===== src/rtl/core/sha256_pkg.sv =====
`timescale 1ns / 1ps
`default_nettype none
package sha256_pkg;

    typedef enum logic [2:0] {
        S_IDLE,
        S_PADW,
        S_HREAD,
        S_ROUND,
        S_HUPD,
        S_OREAD,
        S_OSHOW
    } t_state;

    typedef enum logic [1:0] {
        SRC_DATA,
        SRC_PAD,
        SRC_PADLEN,
        SRC_LEN
    } t_src;

    typedef struct packed {
        logic load;
        logic step;
        logic shift;
    } t_core_ctl;

    localparam logic [31:0] PAD_WORD = 32'h8000_0000;
    localparam logic [7:0]  PAD_MARK = 8'h80;
    localparam logic [5:0]  LEN_OFFSET = 6'd56;

    localparam logic [31:0] ROUND_K [64] = '{
        32'h428a2f98, 32'h71374491, 32'hb5c0fbcf, 32'he9b5dba5,
        32'h3956c25b, 32'h59f111f1, 32'h923f82a4, 32'hab1c5ed5,
        32'hd807aa98, 32'h12835b01, 32'h243185be, 32'h550c7dc3,
        32'h72be5d74, 32'h80deb1fe, 32'h9bdc06a7, 32'hc19bf174,
        32'he49b69c1, 32'hefbe4786, 32'h0fc19dc6, 32'h240ca1cc,
        32'h2de92c6f, 32'h4a7484aa, 32'h5cb0a9dc, 32'h76f988da,
        32'h983e5152, 32'ha831c66d, 32'hb00327c8, 32'hbf597fc7,
        32'hc6e00bf3, 32'hd5a79147, 32'h06ca6351, 32'h14292967,
        32'h27b70a85, 32'h2e1b2138, 32'h4d2c6dfc, 32'h53380d13,
        32'h650a7354, 32'h766a0abb, 32'h81c2c92e, 32'h92722c85,
        32'ha2bfe8a1, 32'ha81a664b, 32'hc24b8b70, 32'hc76c51a3,
        32'hd192e819, 32'hd6990624, 32'hf40e3585, 32'h106aa070,
        32'h19a4c116, 32'h1e376c08, 32'h2748774c, 32'h34b0bcb5,
        32'h391c0cb3, 32'h4ed8aa4a, 32'h5b9cca4f, 32'h682e6ff3,
        32'h748f82ee, 32'h78a5636f, 32'h84c87814, 32'h8cc70208,
        32'h90befffa, 32'ha4506ceb, 32'hbef9a3f7, 32'hc67178f2
    };

    localparam logic [31:0] INIT_H [8] = '{
        32'h6a09e667, 32'hbb67ae85, 32'h3c6ef372, 32'ha54ff53a,
        32'h510e527f, 32'h9b05688c, 32'h1f83d9ab, 32'h5be0cd19
    };

    function automatic logic [31:0] big_sig0(input logic [31:0] x);
        return {x[1:0], x[31:2]} ^ {x[12:0], x[31:13]} ^ {x[21:0], x[31:22]};
    endfunction

    function automatic logic [31:0] big_sig1(input logic [31:0] x);
        return {x[5:0], x[31:6]} ^ {x[10:0], x[31:11]} ^ {x[24:0], x[31:25]};
    endfunction

    function automatic logic [31:0] sml_sig0(input logic [31:0] x);
        return {x[6:0], x[31:7]} ^ {x[17:0], x[31:18]} ^ {3'b000, x[31:3]};
    endfunction

    function automatic logic [31:0] sml_sig1(input logic [31:0] x);
        return {x[16:0], x[31:17]} ^ {x[18:0], x[31:19]} ^ {10'd0, x[31:10]};
    endfunction

endpackage
`default_nettype wire


===== src/rtl/core/sha_ram.sv =====
`timescale 1ns / 1ps
`default_nettype none
module sha_ram #(
    parameter int W = 32,
    parameter int D = 16
) (
    input  wire logic                 i_clk,
    input  wire logic                 i_we,
    input  wire logic [$clog2(D)-1:0] i_waddr,
    input  wire logic [W-1:0]         i_wdata,
    input  wire logic                 i_re,
    input  wire logic [$clog2(D)-1:0] i_raddr,
    output logic      [W-1:0]         o_rdata
);
    logic [W-1:0] r_mem [D];

    always_ff @(posedge i_clk) begin
        if (i_we) begin
            r_mem[i_waddr] <= i_wdata;
        end
        if (i_re) begin
            o_rdata <= r_mem[i_raddr];
        end
    end
endmodule
`default_nettype wire


===== src/rtl/core/sha_core.sv =====
`timescale 1ns / 1ps
`default_nettype none
module sha_core (
    input  wire logic                  i_clk,
    input  wire sha256_pkg::t_core_ctl i_ctl,
    input  wire logic [31:0]           i_din,
    input  wire logic [31:0]           i_w_in,
    input  wire logic [5:0]            i_round,
    output logic      [31:0]           o_v0
);
    import sha256_pkg::*;

    logic [31:0] r_v [8];
    logic [31:0] r_s [16];
    logic [31:0] w, t1, t2;
    logic        sched;

    assign sched = (i_round[5:4] != 2'b00);
    assign w = sched ? (r_s[0] + sml_sig0(r_s[1]) + r_s[9] + sml_sig1(r_s[14])) : i_w_in;
    assign t1 = r_v[7] + ROUND_K[i_round] + big_sig1(r_v[4])
              + ((r_v[4] & (r_v[5] ^ r_v[6])) ^ r_v[6]) + w;
    assign t2 = big_sig0(r_v[0]) + (((r_v[0] ^ r_v[1]) & (r_v[0] ^ r_v[2])) ^ r_v[0]);
    assign o_v0 = r_v[0];

    always_ff @(posedge i_clk) begin
        if (i_ctl.load || i_ctl.shift) begin
            for (int i = 0; i < 7; i++) begin
                r_v[i] <= r_v[i+1];
            end
            r_v[7] <= i_din;
        end else if (i_ctl.step) begin
            r_v[7] <= r_v[6];
            r_v[6] <= r_v[5];
            r_v[5] <= r_v[4];
            r_v[4] <= r_v[3] + t1;
            r_v[3] <= r_v[2];
            r_v[2] <= r_v[1];
            r_v[1] <= r_v[0];
            r_v[0] <= t1 + t2;
        end
        if (i_ctl.step) begin
            for (int i = 0; i < 15; i++) begin
                r_s[i] <= r_s[i+1];
            end
            r_s[15] <= w;
        end
    end
endmodule
`default_nettype wire


===== src/rtl/core/sha256_byte_stream_digest_top.sv =====
// sha-256 over a byte stream
// input channel: i_valid/o_ready carry i_data_byte and i_last_byte, one byte a word
// output channel: o_valid/i_ready carry o_digest_word, o_word_index, o_last_word
// bytes are taken one per cycle while a 64-byte block fills; a full block then
// runs a chaining read (buffer word 0 is read alongside), rounds 0 to 63 in the
// single round unit, one at a time, and then a chaining update
// a last byte that leaves a partial word adds a pad write (S_PADW), then one or
// two compressions follow, two when the padding needs a second block; the first
// digest word comes after the last chaining update and a chaining read (S_OREAD)
// each of the eight digest words is read (S_OREAD), then shown (S_OSHOW) until taken
// while the receiver stalls the current digest word holds and no byte is taken
// after the eighth word the block starts a new message
// reset (synchronous, active low) clears position, bit count and the chaining
// valid bits, so the chaining memory reads as the initial hash; no clearing pass
// block buffer and chaining value live in two memories with registered reads
`timescale 1ns / 1ps
`default_nettype none
module sha256_byte_stream_digest_top (
    input  wire logic        i_clk,
    input  wire logic        i_rst_n,
    input  wire logic        i_valid,
    output logic             o_ready,
    input  wire logic [7:0]  i_data_byte,
    input  wire logic        i_last_byte,
    output logic             o_valid,
    input  wire logic        i_ready,
    output logic      [31:0] o_digest_word,
    output logic      [2:0]  o_word_index,
    output logic             o_last_word
);
    import sha256_pkg::*;

    t_state      r_state, n_state;
    t_src        r_mode;
    logic        r_fin;
    logic [5:0]  r_pos;
    logic [63:0] r_bitcnt;
    logic [23:0] r_acc;
    logic [3:0]  r_cnt;
    logic [5:0]  r_round;
    logic [7:0]  r_hvalid;
    logic        r_rd_iv;
    logic [2:0]  r_rd_idx;

    logic        in_fire, out_fire;
    logic [5:0]  p_next;
    logic        buf_we;
    logic [3:0]  buf_waddr, buf_raddr;
    logic [31:0] buf_wdata, buf_q, pad_word, fetch_w;
    logic        h_we, h_re;
    logic [2:0]  h_waddr, h_raddr;
    logic [31:0] h_wdata, h_q, chain_q, v0;
    t_core_ctl   ctl;
    logic [3:0]  j;

    assign in_fire  = i_valid & o_ready;
    assign out_fire = o_valid & i_ready;
    assign p_next   = r_pos + 6'd1;
    assign chain_q  = r_rd_iv ? INIT_H[r_rd_idx] : h_q;
    assign j        = r_round[3:0];

    always_comb begin
        unique case (r_pos[1:0])
            2'b01:   pad_word = {r_acc[7:0], PAD_MARK, 16'd0};
            2'b10:   pad_word = {r_acc[15:0], PAD_MARK, 8'd0};
            2'b11:   pad_word = {r_acc, PAD_MARK};
            default: pad_word = PAD_WORD;
        endcase
    end

    always_comb begin
        fetch_w = 32'd0;
        unique case (r_mode)
            SRC_DATA: fetch_w = buf_q;
            SRC_LEN: begin
                if (j == 4'd14) fetch_w = r_bitcnt[63:32];
                else if (j == 4'd15) fetch_w = r_bitcnt[31:0];
            end
            default: begin
                if (r_mode == SRC_PADLEN && j == 4'd14) fetch_w = r_bitcnt[63:32];
                else if (r_mode == SRC_PADLEN && j == 4'd15) fetch_w = r_bitcnt[31:0];
                else if (j < r_pos[5:2]) fetch_w = buf_q;
                else if (j == r_pos[5:2]) begin
                    fetch_w = (r_pos[1:0] != 2'b00) ? buf_q : PAD_WORD;
                end
            end
        endcase
    end

    sha_ram #(.W(32), .D(16)) u_buf (
        .i_clk   (i_clk),
        .i_we    (buf_we),
        .i_waddr (buf_waddr),
        .i_wdata (buf_wdata),
        .i_re    (1'b1),
        .i_raddr (buf_raddr),
        .o_rdata (buf_q)
    );

    sha_ram #(.W(32), .D(8)) u_chain (
        .i_clk   (i_clk),
        .i_we    (h_we),
        .i_waddr (h_waddr),
        .i_wdata (h_wdata),
        .i_re    (h_re),
        .i_raddr (h_raddr),
        .o_rdata (h_q)
    );

    sha_core u_core (
        .i_clk   (i_clk),
        .i_ctl   (ctl),
        .i_din   (chain_q),
        .i_w_in  (fetch_w),
        .i_round (r_round),
        .o_v0    (v0)
    );

    always_comb begin
        n_state = r_state;
        unique case (r_state)
            S_IDLE: begin
                if (in_fire) begin
                    if (p_next == 6'd0) n_state = S_HREAD;
                    else if (i_last_byte) begin
                        n_state = (p_next[1:0] != 2'b00) ? S_PADW : S_HREAD;
                    end
                end
            end
            S_PADW:  n_state = S_HREAD;
            S_HREAD: if (r_cnt == 4'd8) n_state = S_ROUND;
            S_ROUND: if (r_round == 6'd63) n_state = S_HUPD;
            S_HUPD: begin
                if (r_cnt == 4'd8) begin
                    priority if (r_mode == SRC_DATA && !r_fin) n_state = S_IDLE;
                    else if (r_mode == SRC_DATA || r_mode == SRC_PAD) n_state = S_HREAD;
                    else n_state = S_OREAD;
                end
            end
            S_OREAD: n_state = S_OSHOW;
            S_OSHOW: if (i_ready) n_state = (r_cnt[2:0] == 3'd7) ? S_IDLE : S_OREAD;
            default: n_state = S_IDLE;
        endcase
    end

    always_comb begin
        o_ready   = 1'b0;
        o_valid   = 1'b0;
        buf_we    = 1'b0;
        buf_waddr = r_pos[5:2];
        buf_wdata = {r_acc, i_data_byte};
        buf_raddr = 4'd0;
        h_we      = 1'b0;
        h_waddr   = r_cnt[2:0] - 3'd1;
        h_wdata   = chain_q + v0;
        h_re      = 1'b0;
        h_raddr   = r_cnt[2:0];
        ctl       = '0;
        unique case (r_state)
            S_IDLE: begin
                o_ready = 1'b1;
                buf_we  = in_fire && (r_pos[1:0] == 2'b11);
            end
            S_PADW: begin
                buf_we    = 1'b1;
                buf_wdata = pad_word;
            end
            S_HREAD: begin
                h_re     = !r_cnt[3];
                ctl.load = (r_cnt != 4'd0);
            end
            S_ROUND: begin
                buf_raddr = r_round[3:0] + 4'd1;
                ctl.step  = 1'b1;
            end
            S_HUPD: begin
                h_re      = !r_cnt[3];
                h_we      = (r_cnt != 4'd0);
                ctl.shift = (r_cnt != 4'd0);
            end
            S_OREAD: h_re = 1'b1;
            S_OSHOW: o_valid = 1'b1;
            default: ;
        endcase
    end

    assign o_digest_word = chain_q;
    assign o_word_index  = r_cnt[2:0];
    assign o_last_word   = (r_cnt[2:0] == 3'd7);

    always_ff @(posedge i_clk) begin
        if (in_fire) begin
            r_acc <= {r_acc[15:0], i_data_byte};
        end
        if (h_re) begin
            r_rd_iv  <= !r_hvalid[h_raddr];
            r_rd_idx <= h_raddr;
        end
    end

    always_ff @(posedge i_clk) begin
        if (!i_rst_n) begin
            r_state  <= S_IDLE;
            r_mode   <= SRC_DATA;
            r_fin    <= 1'b0;
            r_pos    <= 6'd0;
            r_bitcnt <= 64'd0;
            r_cnt    <= 4'd0;
            r_round  <= 6'd0;
            r_hvalid <= 8'd0;
        end else begin
            r_state <= n_state;
            if (h_we) begin
                r_hvalid[h_waddr] <= 1'b1;
            end
            unique case (r_state)
                S_IDLE: begin
                    if (in_fire) begin
                        r_pos    <= p_next;
                        r_bitcnt <= r_bitcnt + 64'd8;
                        r_fin    <= i_last_byte;
                        priority if (!i_last_byte || p_next == 6'd0) r_mode <= SRC_DATA;
                        else if (p_next >= LEN_OFFSET) r_mode <= SRC_PAD;
                        else r_mode <= SRC_PADLEN;
                    end
                end
                S_HREAD: r_cnt <= (r_cnt == 4'd8) ? 4'd0 : r_cnt + 4'd1;
                S_ROUND: r_round <= r_round + 6'd1;
                S_HUPD: begin
                    r_cnt <= (r_cnt == 4'd8) ? 4'd0 : r_cnt + 4'd1;
                    if (r_cnt == 4'd8) begin
                        if (r_mode == SRC_DATA && r_fin) r_mode <= SRC_PADLEN;
                        else if (r_mode == SRC_PAD) r_mode <= SRC_LEN;
                    end
                end
                S_OSHOW: begin
                    if (i_ready) begin
                        if (r_cnt[2:0] == 3'd7) begin
                            r_cnt    <= 4'd0;
                            r_pos    <= 6'd0;
                            r_bitcnt <= 64'd0;
                            r_fin    <= 1'b0;
                            r_mode   <= SRC_DATA;
                            r_hvalid <= 8'd0;
                        end else begin
                            r_cnt <= r_cnt + 4'd1;
                        end
                    end
                end
                default: ;
            endcase
        end
    end

    a_last_idx: assert property (@(posedge i_clk) disable iff (!i_rst_n)
        o_valid && o_last_word |-> o_word_index == 3'd7)
        else $error("last word not at index 7");

    a_new_msg: assert property (@(posedge i_clk) disable iff (!i_rst_n)
        out_fire && o_last_word |=> r_pos == 6'd0 && r_bitcnt == 64'd0 && r_hvalid == 8'd0)
        else $error("message state not cleared after digest");

    a_rounds: assert property (@(posedge i_clk) disable iff (!i_rst_n)
        r_state == S_ROUND && r_round == 6'd63 |=> r_state == S_HUPD && r_round == 6'd0)
        else $error("round count out of step");

    a_no_take: assert property (@(posedge i_clk) disable iff (!i_rst_n)
        o_valid |-> !o_ready)
        else $error("byte taken during digest output");
endmodule
`default_nettype wire


===== config.mk =====
export PLATFORM = sky130hd
export DESIGN_NAME = sha256_byte_stream_digest_top
export DESIGN_NICKNAME = d
export VERILOG_FILES = /design/src/rtl/core/sha256_pkg.sv /design/src/rtl/core/sha_ram.sv /design/src/rtl/core/sha_core.sv /design/src/rtl/core/sha256_byte_stream_digest_top.sv
export SDC_FILE = /design/constraint.sdc
export NUM_CORES = 2
export LEC_CHECK = 0
export ABC_AREA = 0
export BUFFER_PORTS_ARGS = -buffer_cell sky130_fd_sc_hd__buf_2
export CORE_ASPECT_RATIO = 1.4
export CORE_MARGIN = 8
export CORE_UTILIZATION = 64
export DETAILED_ROUTE_END_ITERATION = 8
export GPL_TIMING_DRIVEN = 0
export PLACE_DENSITY = 0.91
export SLEW_MARGIN = 20
export SYNTH_ARGS = -nofsm -noshare
export SYNTH_HDL_FRONTEND = slang
export SYNTH_SLANG_ARGS = --single-unit

===== constraint.sdc =====
create_clock -name i_clk -period 30.5 [get_ports i_clk]
set_clock_uncertainty 0.05 [all_clocks]
set_input_delay 9.15 -clock i_clk [delete_from_list [all_inputs] [get_ports i_clk]]
set_output_delay 9.15 -clock i_clk [all_outputs]
set_load 0.05 [all_outputs]

# After elaboration in Yosys (flattened, before gate mapping)
# Memories as Yosys holds them, arrays and structs flattened. A register that Yosys moved wholly into a read port is not among the register bits.
# Index checks and enable logic that the tools add are counted.
[op_classes]
addsub = 17
magnitude_cmp = 7
eq_ne = 26
mux = 87
bitwise = 27
n_reduce_logical = 28
[op_table]
columns = ["operator", "count"]
rows = [
  ["2-to-1 mux 32 bit", 22],
  ["adder 32 bit", 11],
  ["bitwise XOR 32 bit", 11],
  ["2-to-1 mux 64 bit", 3],
  ["one-hot mux 64 bit (2 select lines)", 1],
  ["one-hot mux 32 bit (3 select lines)", 1],
  ["adder 64 x 4 -> 64 bit (second input constant)", 1],
  ["bitwise AND 32 bit", 2],
  ["one-hot mux 32 bit (2 select lines)", 1],
  ["2-to-1 mux 8 bit", 4],
  ["bitwise XOR 32 x 22 -> 32 bit", 1],
  ["bitwise XOR 32 x 29 -> 32 bit", 1],
  ["2-to-1 mux 3 bit", 10],
  ["one-hot mux 3 bit (7 select lines)", 1],
  ["2-to-1 mux 1 bit", 20],
  ["2-to-1 mux 2 bit", 9],
  ["2-to-1 mux 6 bit", 3],
  ["2-to-1 mux 4 bit", 4],
  ["adder 6 x 1 -> 6 bit (second input constant)", 2],
  ["== test 3 bit (second input constant)", 4],
  ["== test 4 bit (second input constant)", 3],
  ["inequality test 2 bit (second input constant)", 6],
  ["one-hot mux 6 bit (2 select lines)", 1],
  ["AND reduction 6 bit", 2],
  ["other kinds (37)", 68],
]
[totals]
reg_bits = 122
mem_bits_rw = 1536
rom_bits = 2304
input_bits = 13
output_inout_bits = 38
memories = 6
[mem_list]
columns = ["name", "depth", "word_bits", "read_ports", "rd_ports_with_merged_regs", "write_ports", "line_no", "rtl"]
rows = [
  ["(name not given)", 64, 32, 1, 0, 0, "sha_core.sv:20", "assign t1 = r_v[7] + ROUND_K[i_round] + big_sig1(r_v[4])"],
  ["u_buf.r_mem", 16, 32, 1, 1, 1, "sha_ram.sv:15", "logic [W-1:0] r_mem [D];"],
  ["u_core.r_s", 16, 32, 16, 0, 16, "sha_core.sv:14", "logic [31:0] r_s [16];"],
  ["(name not given)", 8, 32, 1, 0, 0, "sha256_byte_stream_digest_top.sv:59", "assign chain_q = r_rd_iv ? INIT_H[r_rd_idx] : h_q;"],
  ["u_chain.r_mem", 8, 32, 1, 1, 1, "sha_ram.sv:15", ""],
  ["u_core.r_v", 8, 32, 8, 0, 8, "sha_core.sv:13", "logic [31:0] r_v [8];"],
]

# Logic depth before layout (Yosys ltp)
[depth]
word_depth = 11
mapped_depth = 43
depth_no_buf = 43

# Hierarchy
# Synthesis repeated with hierarchy kept, for this count alone.
[hier_totals]
hier_cells = 6216
area_unflattened_um2 = 83655.2
[by_module_without_submodules]
columns = ["mod", "instances", "cells_each", "area_each_um2"]
rows = [
  ["sha_core", 1, 3650, 42946.2],
  ["sha_ram at u_buf", 1, 838, 20155.6],
  ["sha_ram at u_chain", 1, 415, 10786.6],
  ["sha256_byte_stream_digest_top", 1, 1313, 9766.9],
]

# Worst setup path before layout
# No wires, ideal clock.
[synth_path]
kind = "reg2reg"
from = "register r_cnt[0]"
to = "memory u_core.r_v[0][0] (enable)"
setup_time_ns = 1.227
t_arrival_ns = 19.955
required_time_ns = 29.223
setup_slack_ns = 9.268
stages_incl_launch_ff = 9
synth_period_minus_slack_ns = 21.232
path_cell_list = "dfxtp_1 > clkbuf_1 > buf_1 > clkbuf_1 > inv_1 > ha_1 > nand2b_1 > nor3_1 > o21ai_0"
[synth_lines]
columns = ["element", "line_no", "rtl"]
rows = [
  ["from (decl)", "sha256_byte_stream_digest_top.sv:39", "logic [3:0] r_cnt;"],
  ["from (signal assigned)", "sha256_byte_stream_digest_top.sv:227", "S_HREAD: r_cnt <= (r_cnt == 4'd8) ? 4'd0 : r_cnt + 4'd1;"],
  ["from (signal assigned)", "sha256_byte_stream_digest_top.sv:230", "r_cnt <= (r_cnt == 4'd8) ? 4'd0 : r_cnt + 4'd1;"],
  ["from (signal assigned)", "sha256_byte_stream_digest_top.sv:246", "r_cnt <= r_cnt + 4'd1;"],
  ["to (decl)", "sha_core.sv:13", ""],
]

==> metrics <==
critical path's top delay family buffers and inverters; die area 140,000 um2; worst r2r dst u_core.r_v[0][31]; cells after synthesis between 6,000 and 7,000; nets between 6,000 and 7,000; worst hold endpoint u_core.r_s[3][90]; Slew headroom approximately 9.0%; Placer Congestion about 1.1; final hold vios 0; post-synthesis sequential area ratio 61.4%; Yosys warning count 0; DRC viols 0; status finished, final reports clean; initial drt markers between 8,000 and 9,000; total grt overflow 0; setup TNS 0 ns; clk_lat worst skew around 0.86 ns; Max Root-Sink Buffers 3; most frequent CP cell clkbuf_1; largest net degree at the start of global routing 40; post-DP HPWL about 190,000 um; Post-Syn Area approximately 80,000 um2; router iterations before antenna repair 7; CTS H-tree depth 4; Worst-Margin Slew between 1 and 1.5 ns; CP arrival between 10 and 15 ns; register area about 50,000 um2; root buffer selected by CTS clkbuf_16; Crit Path Class register to register; main combinational cell family by area after synthesis compound AO/OA/AOI/OAI gates; CP bufs+invs 7; FFs w/ async S/R, synth 0%; Compound-Gate Fraction of Synth Area around 9.8%; most common cell after layout, fill and taps aside edfxtp_1; RR Startpoint r_round[0]; CTS Hold Buffers Added 0; Core Area approximately 130,000 um2; Layout area overhead 11.2%; global-route wire length before repair 386,000 um; clock-pin slew on the worst setup and hold paths around 0.070 ns; Post-synth EDFFs between 1,500 and 2,000; startpoint types register; post-synthesis simple-gate area fraction 7.10%; initial antenna violation count 12; Max stage delay cell, worst path clkinv_1; CP Capture Type register; crit-path max FO 12; hold path cells 0; Slew Limit Fails 0; Synth cell types 86; Via density 6.91; post-layout util 71.7%; CTS tree built; HP Class register to register; number of CTS-inserted buffers 154; number of setup buffers added after CTS 0; PostCTS Resize Cnt 0; post-route ant nets 0; max frequency 71.4 MHz; flop-to-flop setup slack 16.49 ns; RSZ-0062 raised after global routing no; Rows between 150 and 200; commonest non-fill, non-tap cells in the layout edfxtp_1 (1,596), nand2_1 (738), inv_1 (319); footprint of the multi-input gates around 29,000 um2; Synth Net Count around 6,600; Die H roughly 440 um; port bufs just under 50; Syn Area/Cell 13.2 um2; Critical Path RT around 31 ns; worst slack, placed 17.06 ns; Adder-Cell Fraction of Synth Area 8.01%; Max-Cap Viols 0; vias in the first global route approximately 57,000; Final WS setup 16.49 ns; FF+latch count, synth between 1,500 and 2,000; layout cell share with drive strength beyond 1 between 10% and 20%; final WL roughly 270,000 um; CP max stage delay around 0.83 ns; clock period minus worst slack 14.01 ns; IO Pins slightly above 50; via count ~57,000; final setup fails 0; Global Route Usage Sum 37.9%; Worst R2R Path Depth 33; mux share of post-synthesis cell area between 5 and 6%; xor and xnor area share after synthesis 4.87%; Initial Util 64.4%; wire length per cell around 33 um; dominant synthesized flop cell edfxtp_1; hold path startpoint u_core.r_s[3][122]; Period Utilization, post-route between 40% and 50%; clock sink count roughly 1,700; Filler cells approximately 7,500; Die X-Extent 319 um
[synth_stat cells (47+ instances only)]
library cell	number	share of area, %
a21o_1	94	0.86
a21oi_1	241	1.5
a221oi_1	72	0.77
a22oi_1	80	0.73
a31oi_1	94	0.72
clkbuf_1	300	1.4
dfxtp_1	123	3.0
edfxtp_1	1596	58
fa_1	190	4.6
ha_1	210	3.2
inv_1	318	1.5
mux2_2	196	2.7
mux2i_1	102	1.2
mux4_2	69	1.9
nand2_1	738	3.4
nand3_1	65	0.40
nor2_1	291	1.3
nor3_1	47	0.29
o21ai_0	340	2.1
xnor2_1	293	3.1
xor2_1	158	1.7
[worst max path at each step]
stage	from	end	slack, ns	depth (start not counted)
after floorplan	r_cnt[0]	u_core.r_v[0][0]	9.27	8
after detailed placement	r_round[0]	u_core.r_v[0][31]	17.06	36
after global placement	r_cnt[0]	u_core.r_v[0][214]	1.48	8
after global routing	r_round[0]	u_core.r_v[0][31]	16.18	33
after CTS	r_round[0]	u_core.r_v[0][31]	17.08	36
final	r_round[0]	u_core.r_v[0][31]	16.49	33
[kinds of logic (layout without fill, tap and decap cells)]
| kind of cell | after synthesis | count (layout) |
|---|---|---|
| other cells | 0 | 6 |
| compound gates | 1233 | 1233 |
| xor+xnor | 453 | 453 |
| simple gates | 1359 | 1359 |
| buf+inv | 667 | 1096 |
| flops | 1719 | 1719 |
| mux | 367 | 367 |
| fa+ha+maj | 415 | 415 |
[sequential cells by signal (all words and copies together) (netlist names), 4 cells and up]
signal and cells:
r_round 6, u_core.r_v 256, u_buf.o_rdata 32, r_acc 24
r_hvalid 8, u_buf.r_mem 512, u_chain.o_rdata 32, u_core.r_s 512
r_cnt 4, r_pos 6, u_chain.r_mem 256, r_bitcnt 61
[area by class of cell]
class	count	area share (%)
diodes	6	0.0164
plain buffers	345	1.45
repair buffers	140	1.97
well taps	1648	2.26
multi-input cells	3827	32.3
clock buffers	178	4.40
flip-flops and latches	1719	55.2
clock inverters	111	1.13
inverters	322	1.32
[metrics by stage]
step | cell area [um2] | instances | hold WS, ns
floorplan | 82100 | 6213 | 0.350
global placement | 84400 | 7910 | 0.350
detailed placement | 86200 | 7999 | 0.355
CTS | 91200 | 8288 | 0.354
global route | 91300 | 8291 | 0.347
finish | 91300 | 8296 | 0.352
[routing by layer]
metal	track usage, %	vias to the layer above	share of wire, %
met1	42.2	27500	32
met3	9.64	1392	11
li1	-	23400	-
met2	62.2	5040	47
met5	0	-	0.013
met4	30.3	6	10
Power is not shown: default switching activity piles up to over one toggle a cycle in this logic, so the estimate is an artifact.
